**config.mk**
```make
export PLATFORM = sky130hd
export DESIGN_NAME = column_block_statistics
export DESIGN_NICKNAME = d
export VERILOG_FILES = /design/src/hw/rtl/cbs_pkg.sv /design/src/hw/rtl/column_block_statistics.sv
export SDC_FILE = /design/constraint.sdc
export NUM_CORES = 1
export LEC_CHECK = 0
export BUFFER_PORTS_ARGS = -buffer_cell sky130_fd_sc_hd__buf_2
export CORE_ASPECT_RATIO = 1.5
export CORE_UTILIZATION = 40
export CTS_BUF_LIST = sky130_fd_sc_hd__clkbuf_4 sky130_fd_sc_hd__clkbuf_8
export CTS_CLUSTER_DIAMETER = 30
export DETAILED_ROUTE_END_ITERATION = 12
export GPL_TIMING_DRIVEN = 0
export SLEW_MARGIN = 15
export SYNTH_ARGS = -nofsm -noshare
export SYNTH_HDL_FRONTEND = slang
export SYNTH_SLANG_ARGS = --single-unit
```
**constraint.sdc**
```tcl
create_clock -name clock -period 6.45 [get_ports clock]
set_input_delay 0.645 -clock clock [delete_from_list [all_inputs] [get_ports clock]]
set_output_delay 0.645 -clock clock [all_outputs]
set_load 0.01 [all_outputs]
```
**src/hw/rtl/cbs_pkg.sv**
```systemverilog
`timescale 1ns / 1ps
// ----------------------------------------------------------------------------
// cbs_pkg
// Shared types, constants and helpers for the column block statistics block.
// ----------------------------------------------------------------------------
package cbs_pkg;

   localparam int unsigned ROW_W = 15;
   localparam logic [ROW_W-1:0] MAX_ROWS = 15'd32767;

   localparam int unsigned REQ_DATA_W = 64;
   localparam int unsigned RSP_DATA_W = 240;
   localparam int unsigned CSR_ADDR_W = 4;
   localparam int unsigned CSR_DATA_W = 64;

   // Register indexes (paddr[3] with 8-byte spacing)
   localparam logic REG_ELEMENT_TYPE  = 1'b0;
   localparam logic REG_NULL_SENTINEL = 1'b1;

   typedef enum logic [2:0] {
      ELEM_S8  = 3'd0,
      ELEM_U8  = 3'd1,
      ELEM_S16 = 3'd2,
      ELEM_U16 = 3'd3,
      ELEM_S32 = 3'd4,
      ELEM_U32 = 3'd5,
      ELEM_S64 = 3'd6,
      ELEM_U64 = 3'd7
   } elem_type_type;

   // Element size selector: element_type[2:1]
   localparam logic [1:0] SIZE_8  = 2'd0;
   localparam logic [1:0] SIZE_16 = 2'd1;
   localparam logic [1:0] SIZE_32 = 2'd2;
   localparam logic [1:0] SIZE_64 = 2'd3;

   localparam logic [63:0] POS_LIMIT_64 = 64'h7FFF_FFFF_FFFF_FFFF;
   localparam logic [63:0] NEG_LIMIT_64 = 64'h8000_0000_0000_0000;
   localparam logic [63:0] ALL_ONES_64  = 64'hFFFF_FFFF_FFFF_FFFF;

   function automatic logic type_signed(input logic [2:0] etype);
      return (etype[0] == 1'b0);
   endfunction

   function automatic logic [63:0] width_mask(input logic [2:0] etype);
      logic [63:0] mask;
      unique case (etype[2:1])
         SIZE_8:  mask = 64'h0000_0000_0000_00FF;
         SIZE_16: mask = 64'h0000_0000_0000_FFFF;
         SIZE_32: mask = 64'h0000_0000_FFFF_FFFF;
         SIZE_64: mask = ALL_ONES_64;
         default: mask = ALL_ONES_64;
      endcase
      return mask;
   endfunction

   // Sign or zero extend the low bits of raw to 64 bits.
   function automatic logic [63:0] extend_value(input logic [63:0] raw,
                                                input logic [2:0]  etype);
      logic [63:0] value;
      logic        sgn;
      sgn = type_signed(etype);
      unique case (etype[2:1])
         SIZE_8:  value = {{56{sgn & raw[7]}},  raw[7:0]};
         SIZE_16: value = {{48{sgn & raw[15]}}, raw[15:0]};
         SIZE_32: value = {{32{sgn & raw[31]}}, raw[31:0]};
         SIZE_64: value = raw;
         default: value = raw;
      endcase
      return value;
   endfunction

   function automatic logic less_than(input logic [63:0] a, input logic [63:0] b,
                                      input logic sgn);
      return sgn ? ((a ^ NEG_LIMIT_64) < (b ^ NEG_LIMIT_64)) : (a < b);
   endfunction

   function automatic logic [63:0] least_start(input logic [2:0] etype);
      return type_signed(etype) ? POS_LIMIT_64 : ALL_ONES_64;
   endfunction

   function automatic logic [63:0] greatest_start(input logic [2:0] etype);
      return type_signed(etype) ? NEG_LIMIT_64 : 64'd0;
   endfunction

endpackage

```
**src/hw/rtl/column_block_statistics.sv**
```systemverilog
`timescale 1ns / 1ps
// ----------------------------------------------------------------------------
// column_block_statistics
// Running min, max, wrapping sum and null count over a block of column
// values, with the first row of each extreme, one result per block.
// ----------------------------------------------------------------------------
// Channel   Dir   Kind          Contents
// req_*     in    stream        tdata: element_bits; tlast: block_end
// rsp_*     out   stream        tdata: statistics of one block
// csr_*     in    APB slave     0x0 element_type, 0x8 null_sentinel
//
// One item per cycle, but an end-of-block item waits on a full result
// register; other items pass it freely. rsp_tvalid rises once the end item
// has passed the input register, then one add and two 64-bit compares into
// the state and the result register.
// Reset is synchronous and restores type s8, sentinel 0 and a clear block.
// ----------------------------------------------------------------------------
module column_block_statistics (
   input  logic                              clock,
   input  logic                              reset,
   // element_bits[63:0]
   input  logic                              req_tvalid,
   output logic                              req_tready,
   input  logic [cbs_pkg::REQ_DATA_W-1:0]    req_tdata,
   input  logic                              req_tlast,
   // minimum_bits[63:0], maximum_bits[127:64], total_bits[191:128],
   // minimum_row[206:192], maximum_row[221:207], null_rows[236:222],
   // row_overflow[237], zero[239:238]
   output logic                              rsp_tvalid,
   input  logic                              rsp_tready,
   output logic [cbs_pkg::RSP_DATA_W-1:0]    rsp_tdata,
   input  logic                              csr_psel,
   input  logic                              csr_penable,
   input  logic                              csr_pwrite,
   input  logic [cbs_pkg::CSR_ADDR_W-1:0]    csr_paddr,
   input  logic [cbs_pkg::CSR_DATA_W-1:0]    csr_pwdata,
   output logic [cbs_pkg::CSR_DATA_W-1:0]    csr_prdata,
   output logic                              csr_pready
);

   localparam int unsigned RW = cbs_pkg::ROW_W;

   // configuration
   logic [2:0]  element_type_ff;
   logic [63:0] null_sentinel_ff;

   // input register
   logic        in_valid_ff;
   logic [63:0] in_bits_ff;
   logic        in_last_ff;

   // block state
   logic [63:0]   total_ff,    total_in;
   logic [63:0]   least_ff,    least_in;
   logic [63:0]   greatest_ff, greatest_in;
   logic [RW-1:0] least_row_ff,    least_row_in;
   logic [RW-1:0] greatest_row_ff, greatest_row_in;
   logic [RW-1:0] null_tally_ff,   null_tally_in;
   logic [RW-1:0] row_position_ff, row_position_in;
   logic          overflow_ff,     overflow_in;

   // result register
   logic                         rsp_valid_ff;
   logic [cbs_pkg::RSP_DATA_W-1:0] rsp_data_ff;

   logic        csr_write;
   logic        type_write;
   logic        sentinel_write;
   logic        out_free;
   logic        advance;
   logic        is_signed;
   logic [63:0] mask;
   logic        is_null;
   logic [63:0] value;
   logic        past_limit;

   assign csr_pready     = 1'b1;
   assign csr_write      = csr_psel & csr_penable & csr_pwrite & csr_pready;
   assign type_write     = csr_write && (csr_paddr[3] == cbs_pkg::REG_ELEMENT_TYPE);
   assign sentinel_write = csr_write && (csr_paddr[3] == cbs_pkg::REG_NULL_SENTINEL);

   assign csr_prdata = (csr_paddr[3] == cbs_pkg::REG_NULL_SENTINEL) ? null_sentinel_ff
                                                                   : {61'd0, element_type_ff};

   // An end item needs the result slot; any other item always drains.
   assign out_free   = !rsp_valid_ff || rsp_tready;
   assign advance    = in_valid_ff && (!in_last_ff || out_free);
   assign req_tready = !in_valid_ff || advance;

   assign rsp_tvalid = rsp_valid_ff;
   assign rsp_tdata  = rsp_data_ff;

   assign is_signed  = cbs_pkg::type_signed(element_type_ff);
   assign mask       = cbs_pkg::width_mask(element_type_ff);
   assign is_null    = ((in_bits_ff ^ null_sentinel_ff) & mask) == 64'd0;
   assign value      = cbs_pkg::extend_value(in_bits_ff, element_type_ff);
   assign past_limit = (row_position_ff >= cbs_pkg::MAX_ROWS);

   always_comb begin
      total_in        = total_ff;
      least_in        = least_ff;
      greatest_in     = greatest_ff;
      least_row_in    = least_row_ff;
      greatest_row_in = greatest_row_ff;
      null_tally_in   = null_tally_ff;
      row_position_in = row_position_ff;
      overflow_in     = overflow_ff;
      if (past_limit) begin
         overflow_in     = 1'b1;
         row_position_in = cbs_pkg::MAX_ROWS;
      end else begin
         if (is_null) begin
            null_tally_in = null_tally_ff + RW'(1);
         end else begin
            total_in = total_ff + value;
            if (cbs_pkg::less_than(value, least_ff, is_signed)) begin
               least_in     = value;
               least_row_in = row_position_ff;
            end
            if (cbs_pkg::less_than(greatest_ff, value, is_signed)) begin
               greatest_in     = value;
               greatest_row_in = row_position_ff;
            end
         end
         row_position_in = row_position_ff + RW'(1);
      end
   end

   // control and block state
   always_ff @(posedge clock) begin
      if (reset) begin
         element_type_ff  <= cbs_pkg::ELEM_S8;
         null_sentinel_ff <= 64'd0;
         in_valid_ff      <= 1'b0;
         rsp_valid_ff     <= 1'b0;
         total_ff         <= 64'd0;
         least_ff         <= cbs_pkg::least_start(cbs_pkg::ELEM_S8);
         greatest_ff      <= cbs_pkg::greatest_start(cbs_pkg::ELEM_S8);
         least_row_ff     <= '0;
         greatest_row_ff  <= '0;
         null_tally_ff    <= '0;
         row_position_ff  <= '0;
         overflow_ff      <= 1'b0;
      end else begin
         if (sentinel_write) begin
            null_sentinel_ff <= csr_pwdata;
         end

         if (req_tready) begin
            in_valid_ff <= req_tvalid;
         end

         if (advance && in_last_ff) begin
            rsp_valid_ff <= 1'b1;
         end else if (rsp_tready) begin
            rsp_valid_ff <= 1'b0;
         end

         if (type_write) begin
            // new type drops any partial block
            element_type_ff <= csr_pwdata[2:0];
            total_ff        <= 64'd0;
            least_ff        <= cbs_pkg::least_start(csr_pwdata[2:0]);
            greatest_ff     <= cbs_pkg::greatest_start(csr_pwdata[2:0]);
            least_row_ff    <= '0;
            greatest_row_ff <= '0;
            null_tally_ff   <= '0;
            row_position_ff <= '0;
            overflow_ff     <= 1'b0;
         end else if (advance) begin
            if (in_last_ff) begin
               total_ff        <= 64'd0;
               least_ff        <= cbs_pkg::least_start(element_type_ff);
               greatest_ff     <= cbs_pkg::greatest_start(element_type_ff);
               least_row_ff    <= '0;
               greatest_row_ff <= '0;
               null_tally_ff   <= '0;
               row_position_ff <= '0;
               overflow_ff     <= 1'b0;
            end else begin
               total_ff        <= total_in;
               least_ff        <= least_in;
               greatest_ff     <= greatest_in;
               least_row_ff    <= least_row_in;
               greatest_row_ff <= greatest_row_in;
               null_tally_ff   <= null_tally_in;
               row_position_ff <= row_position_in;
               overflow_ff     <= overflow_in;
            end
         end
      end
   end

   // payload registers
   always_ff @(posedge clock) begin
      if (req_tready && req_tvalid) begin
         in_bits_ff <= req_tdata;
         in_last_ff <= req_tlast;
      end
      if (advance && in_last_ff) begin
         rsp_data_ff <= {2'b00, overflow_in, null_tally_in, greatest_row_in, least_row_in,
                         total_in, greatest_in, least_in};
      end
   end

   // ------------------------------------------------------------------------
   // assertions
   // ------------------------------------------------------------------------
   a_end_gives_result: assert property (@(posedge clock) disable iff (reset)
      (advance && in_last_ff) |=> rsp_valid_ff)
      else $error("end of block did not produce a result");

   a_end_clears_block: assert property (@(posedge clock) disable iff (reset)
      (advance && in_last_ff && !type_write) |=>
         (row_position_ff == '0 && null_tally_ff == '0 && !overflow_ff))
      else $error("block state not cleared after result");

   a_overflow_saturates: assert property (@(posedge clock) disable iff (reset)
      overflow_ff |-> (row_position_ff == cbs_pkg::MAX_ROWS))
      else $error("overflow flagged below the row limit");

   a_extreme_rows_seen: assert property (@(posedge clock) disable iff (reset)
      (least_row_ff <= row_position_ff) && (greatest_row_ff <= row_position_ff))
      else $error("extreme row beyond current row position");

   a_stage_never_lost: assert property (@(posedge clock) disable iff (reset)
      (in_valid_ff && !advance) |=> in_valid_ff)
      else $error("stalled input item dropped");

endmodule
```
======== Word level (Yosys, flattened, before mapping) ========
Cells that the tools add are included.
word-level totals
  memories ................................ 0
  bits in registers ....................... 625
  bits in latches ......................... 0
  bits in read-only memories .............. 0
  bits in writable memories ............... 0
cells by class
  $add $sub $neg .......................... 3
  eq/ne operators ......................... 3
  reduce and logical (&&, ||, !) cells .... 16
  muxes and demuxes ....................... 41
  divide/modulo/power cells ............... 0
  order comparisons ....................... 5
  shifts and indexed selects .............. 0
  bitwise operators ....................... 12
  multipliers ............................. 0
operator list
  kind                                                  number
  2-to-1 mux 64 bit                                     20
  case mux 64 bit (4 select lines)                      2
  less-than comparator 64 bit                           4
  2-to-1 mux 15 bit                                     13
  adder 64 bit                                          1
  AND 64 bit                                            1
  zero test 64 bit                                      1
  bitwise XOR 64 bit                                    1
  adder 15 x 1 -> 15 bit (second input constant)        2
  >= comparator 15 bit (second input constant)          1
  2-to-1 mux 1 bit                                      6
  AND 1 bit                                             5
  logical AND 1 bit                                     5
  NOT 1 bit                                             5
  equality test 2 bit (second input constant)           2
  nonzero test 2 bit                                    2
  zero test 1 bit                                       3
  logical OR 1 bit                                      3
  equality test 2 x 1 -> 1 bit (second input constant)  1
  zero test 2 bit                                       1
  OR reduction 2 bit                                    1

======== Logic depth before layout (Yosys ltp) ========
  depth after elaboration ................. 12
  depth in mapped cells ................... 21

======== Worst setup path before layout ========
OpenSTA, ideal clock, no wires.
  path type ............................... input-to-reg
  start ................................... in rsp_tready
  end ..................................... reg least_ff[63]
  stages on the path ...................... 9
  setup time .............................. 0.122 ns
  slack ................................... -0.328 ns
  data arrival time ....................... 6.656 ns
  path through ............................ nor2b_1 -> nand2_1 -> and2_1 -> clkbuf_1 -> nand2_1 -> inv_1 -> a311o_1 -> a31oi_1 -> o311a_1
on the way
  longest elaborated chain between the ends .. 4
RTL lines
  what                          RTL line                        source
  start: declaration            column_block_statistics.sv:30   input logic rsp_tready,
  logical OR 1 bit              column_block_statistics.sv:86   assign out_free = !rsp_valid_ff || rsp_tready;
  logical OR 1 bit              column_block_statistics.sv:87   assign advance = in_valid_ff && (!in_last_ff || out_free);
  logical AND 1 bit             column_block_statistics.sv:87
  nonzero test 2 bit (no line)  -
  end signal: assignment        column_block_statistics.sv:137  least_ff <= cbs_pkg::least_start(cbs_pkg::ELEM_S8);
  end signal: assignment        column_block_statistics.sv:163  least_ff <= cbs_pkg::least_start(csr_pwdata[2:0]);
  end signal: assignment        column_block_statistics.sv:173  least_ff <= cbs_pkg::least_start(element_type_ff);
  end: declaration              column_block_statistics.sv:54   logic [63:0] least_ff, least_in;
Every way passes these cells.
A chain may end at the register's enable or synchronous reset.

======== Final worst setup path ========
  start ................................... reg element_type_ff[0]
  end ..................................... reg rsp_data_ff (netlist bit rsp_tdata[83]) (data pin)
on the way
  longest elaborated chain between the ends .. 9
  elaborated cells between the ends (all ways) .. 12
  those cells by class .................... order compare (2); mux (5); bitwise (5)
RTL lines
  what                              RTL line                                     source
  start: declaration                column_block_statistics.sv:44                logic [2:0] element_type_ff;
  start signal: assignment          column_block_statistics.sv:132               element_type_ff <= cbs_pkg::ELEM_S8;
  start signal: assignment          column_block_statistics.sv:161               element_type_ff <= csr_pwdata[2:0];
  NOT 1 bit                         -
  AND 1 bit (on tied branches)      cbs_pkg.sv:66, cbs_pkg.sv:64, cbs_pkg.sv:65
  case mux 64 bit (4 select lines)  cbs_pkg.sv:63                                unique case (etype[2:1])
  NOT 1 bit (no line)               -
  less-than comparator 64 bit       cbs_pkg.sv:75                                return sgn ? ((a ^ NEG_LIMIT_64) < (b ^ NEG_LIMIT_64)) : (a < b);
  2-to-1 mux 1 bit                  cbs_pkg.sv:75
  2-to-1 mux 64 bit (*)             column_block_statistics.sv:120               if (cbs_pkg::less_than(greatest_ff, value, is_signed)) begin
  2-to-1 mux 64 bit (*)             column_block_statistics.sv:112               if (is_null) begin
  2-to-1 mux 64 bit (*)             column_block_statistics.sv:108               if (past_limit) begin
  via greatest_in[19]               column_block_statistics.sv:55                logic [63:0] greatest_ff, greatest_in;
  end signal: assignment            column_block_statistics.sv:201               rsp_data_ff <= {2'b00, overflow_in, null_tally_in, greatest_row_in, least_row_in,
  end: declaration                  column_block_statistics.sv:64                logic [cbs_pkg::RSP_DATA_W-1:0] rsp_data_ff;
Mark *: on every way through the listed nets, which the timed path passes. The rest lies on a longest branch. The select of a mux whose other input is x is not followed.

==> impl_metrics.csv <==
group,metric,value,unit
clocking,cts_buffers,130,
drt,drt_iter0_drc,1767,
die,initial_core_util,0.4064,
setup_path,crit_type,"reg -> reg",
grt,top_usage_layer,"met2",
synth,synthFlopType,"dfxtp_1",
setup_path,r2r-end,"rsp_tdata[83]$_DFFE_PP_",
timing,finClkSkew,36.12,ps
drt,drc_errors,0,
grt,grt_max_degree,37,
layout,final_cell_area,38570,um^2
timing,slew_headroom,0.2480,
timing,hold_viol_final,0,
synth,synth_edf_count,303,
timing,max_clock_freq,0.1606,GHz
synth,synth_compound_gate_area_share,0.1852,
job,drv_cap,0,
layout,final_common_cell,"buf_2",
die,die_y,343.4,um
setup_path,cp-startpoint,"element_type_ff[0]$_SDFFE_PP0P_",
synth,seq_area_frac_synth,0.5001,
grt,track_usage,0.2790,
status,status,"finished clean",
setup_path,endpoint_kind,"flip-flop",
synth,synth-seq-cells,625,
timing,drv_slew,0,
pwr,power.leakage,16.91,nW
pwr,worst_ir_drop_vdd,0.0001571,V
clocking,clk_latency,810,ps
grt,grt_pass1_wl,163.0,mm
timing,post-route-min-period,6226,ps
grt,grt_pass1_vias,26660,
placement,dpl_cell_area,34830,um^2
die,core,76490,um^2
layout,multiInputGateArea,14370,um^2
drt,detail_route.wl_per_cell,23.00,um
die,rows,124,
die,io_pins,447,
setup_path,path_buf_inv,5,
timing,worst_slew_pin_slew,1121,ps
timing,whs,67.71,ps
clocking,clockBufferDepth,3,
setup_path,cp_max_fo,10,
pwr,total_power,0.01055,W
pwr,powerDensity,273.5,nW/um^2
synth,async_flop_share,0,
setup_path,cpPeakStageDelay,520,ps
timing,finalCritPeriodShare,0.9652,
placement,gp_congestion,0.9308,
drt,post_drt_via_cell_ratio,5.473,
timing,tns,0,ps
drt,ant_nets,0,
setup_path,cp_slowest_cell,"a221oi_2",
setup_path,worstPathCellList,"nand2b_1 > a21oi_2 > a21oi_4 > clkbuf_2 > a21oi_2 > inv_1 > ha_1 > a21o_1 > a21o_1 > a21oi_1 > o21ai_0 > a221oi_2 > o211ai_1 > a31oi_2 > o211ai_1 > buf_4 > buf_4 > clkbuf_1 > nand2_1 > o21ai_0",
synth,synth_top_family_by_area,"compound AO/OA/AOI/OAI gates",
layout,layout_common_cells,"453 x buf_2, 396 x nand2_1, 322 x dfxtp_1",
setup_path,startpoint_type,"flip-flop",
drt,dr.pass1.iters,6,
die,die_area,78850,um^2
synth,synthAdderAreaFrac,0.07833,
clocking,cts_tree,"built",
grt,grtUsageMet3,0.05297,
clocking,ctsRootBufferMaster,"clkbuf_8",
clocking,path_clk_slew,70,ps
synth,avgSynthCellArea,10.02,um^2
layout,area_delta_synth_final,24.07,%
timing,rsz0062_at_grt,"no",
grt,grt.met2_usage,0.4954,
placement,dp.cells,4563,
grt,grt_overflow,0,
setup_path,rr_worst_depth,20,
synth,netlist_area,31080,um^2
setup_path,worstSetupPathDepth,20,
setup_path,arrival,6700,ps
die,die_x,229.6,um
clocking,clock_sinks,625,
placement,dpl.hpwl,86.43,mm
synth,ys_warn_count,0,
setup_path,endpoint,"rsp_tdata[83]$_DFFE_PP_",
grt,use_met1,0.3239,
drt,routed-via-count,26610,
layout,fillCellCount,7235,
layout,register_area,15540,um^2
layout,finalNonFillerCells,4863,
worst_hold_path,hp-class,"in -> reg",
layout,final_nets,4079,
setup_path,rrSetupSlack,220,ps
placement,portBuffers,439,
synth,ys_types,80,
synth,synth_xor_area_frac,0.03888,
layout,drive_above_1_share,0.2242,
synth,syn_inst,3102,
setup_path,required,6920,ps
clocking,h-tree-depth,4,
setup_path,reg2reg_from,"element_type_ff[0]$_SDFFE_PP0P_",
synth,synthMuxAreaShare,0.03450,
timing,finalSetupViolations,0,
setup_path,crit_family,"compound AO/OA/AOI/OAI gates",
grt,grt_antenna_before_repair,7,
drt,totalWireLength,111.9,mm
synth,synthSimpleGateAreaFrac,0.1196,
clocking,cts_setup_buffers,0,
==> cell families (layout without fill, tap and decap cells) <==
kind of cell | after synthesis | after routing
compound gates | 886 | 886
xor+xnor | 138 | 138
fa+ha+maj | 194 | 194
buf+inv | 340 | 1091
flops | 625 | 625
mux | 95 | 95
other cells | 2 | 4
simple gates | 822 | 822
==> worst min path at each step <==
| stage | startpoint | end | slack [ps] | depth (start not counted) |
|---|---|---|---|---|
| 4_1_cts | req_tdata[36] | in_bits_ff[36]$_DFFE_PP_ | 1 | 1 |
| 3_5_place_dp | greatest_row_ff[9]$_SDFFE_PP0P_ | greatest_row_ff[9]$_SDFFE_PP0P_ | 450 | 1 |
| 3_3_place_gp | overflow_ff$_SDFFE_PP0P_ | overflow_ff$_SDFFE_PP0P_ | 440 | 2 |
| 5_1_grt | req_tdata[29] | in_bits_ff[29]$_DFFE_PP_ | 30 | 1 |
| 6_report | req_tdata[36] | in_bits_ff[36]$_DFFE_PP_ | 70 | 1 |
| 2_1_floorplan | overflow_ff$_SDFFE_PP0P_ | overflow_ff$_SDFFE_PP0P_ | 430 | 2 |
==> synth_stat cells, drive strengths merged (87+ instances only) <==
master / instances / area share
xor2: 87 / 0.025
inv: 159 / 0.019
clkbuf: 139 / 0.017
nor2: 150 / 0.018
o21ai: 219 / 0.035
nand2: 397 / 0.048
ha: 193 / 0.078
dfxtp: 322 / 0.21
a22o: 133 / 0.038
a21oi: 249 / 0.041
edfxtp: 303 / 0.29
a22oi: 91 / 0.022
mux2: 94 / 0.034
==> power breakdown <==
group	total, W	internal, W	switching (W)
sequential	0.00444	0.00434	0.0000952
clock	0.00474	0.00279	0.00195
combinational	0.00137	0.000478	0.000896
total	0.0105	0.00761	0.00294
==> registers in the layout, summed over array words and instances (netlist names) <==
name	count
greatest_row_ff	15
row_position_ff	15
least_row_ff	15
total_ff	64
in_bits_ff	64
greatest_ff	64
least_ff	64
null_sentinel_ff	64
rsp_tvalid	1
null_tally_ff	15
in_last_ff	1
rsp_tdata	238
element_type_ff	3
in_valid_ff	1
overflow_ff	1
==> timing repair <==
item,in CTS,in global routing
gates resized for setup,35,14
hold buffers,62,0
hold endpoints to repair,62,0
setup endpoints to repair,316,94
==> cell type report <==
type                    instances  share of cell area
diodes                          1          0.00006489
plain buffers                 176             0.01963
clock buffers                 166             0.05567
clock inverters                75             0.02115
inverters                     160             0.01567
multi-input cells            2138              0.3726
flip-flops and latches        625              0.4031
well taps                    1008             0.03270
repair buffers                514             0.07945
==> through the flow <==
step / util / setup WS (ps)
after floorplan: - / 868.6
after global placement: 0.4517 / -2776
after detailed placement: 0.4554 / -1675
after CTS: 0.5039 / 28.26
after global routing: 0.5042 / 52.73
final: 0.5042 / 224.5
==> metal layers <==
| metal | share of wire | wire (um) |
|---|---|---|
| met1 | 0.40 | 44820 |
| met2 | 0.50 | 55950 |
| met3 | 0.058 | 6460 |
| met4 | 0.041 | 4613 |
| met5 | 0.00024 | 27 |
(Power assumes the default switching activity.)
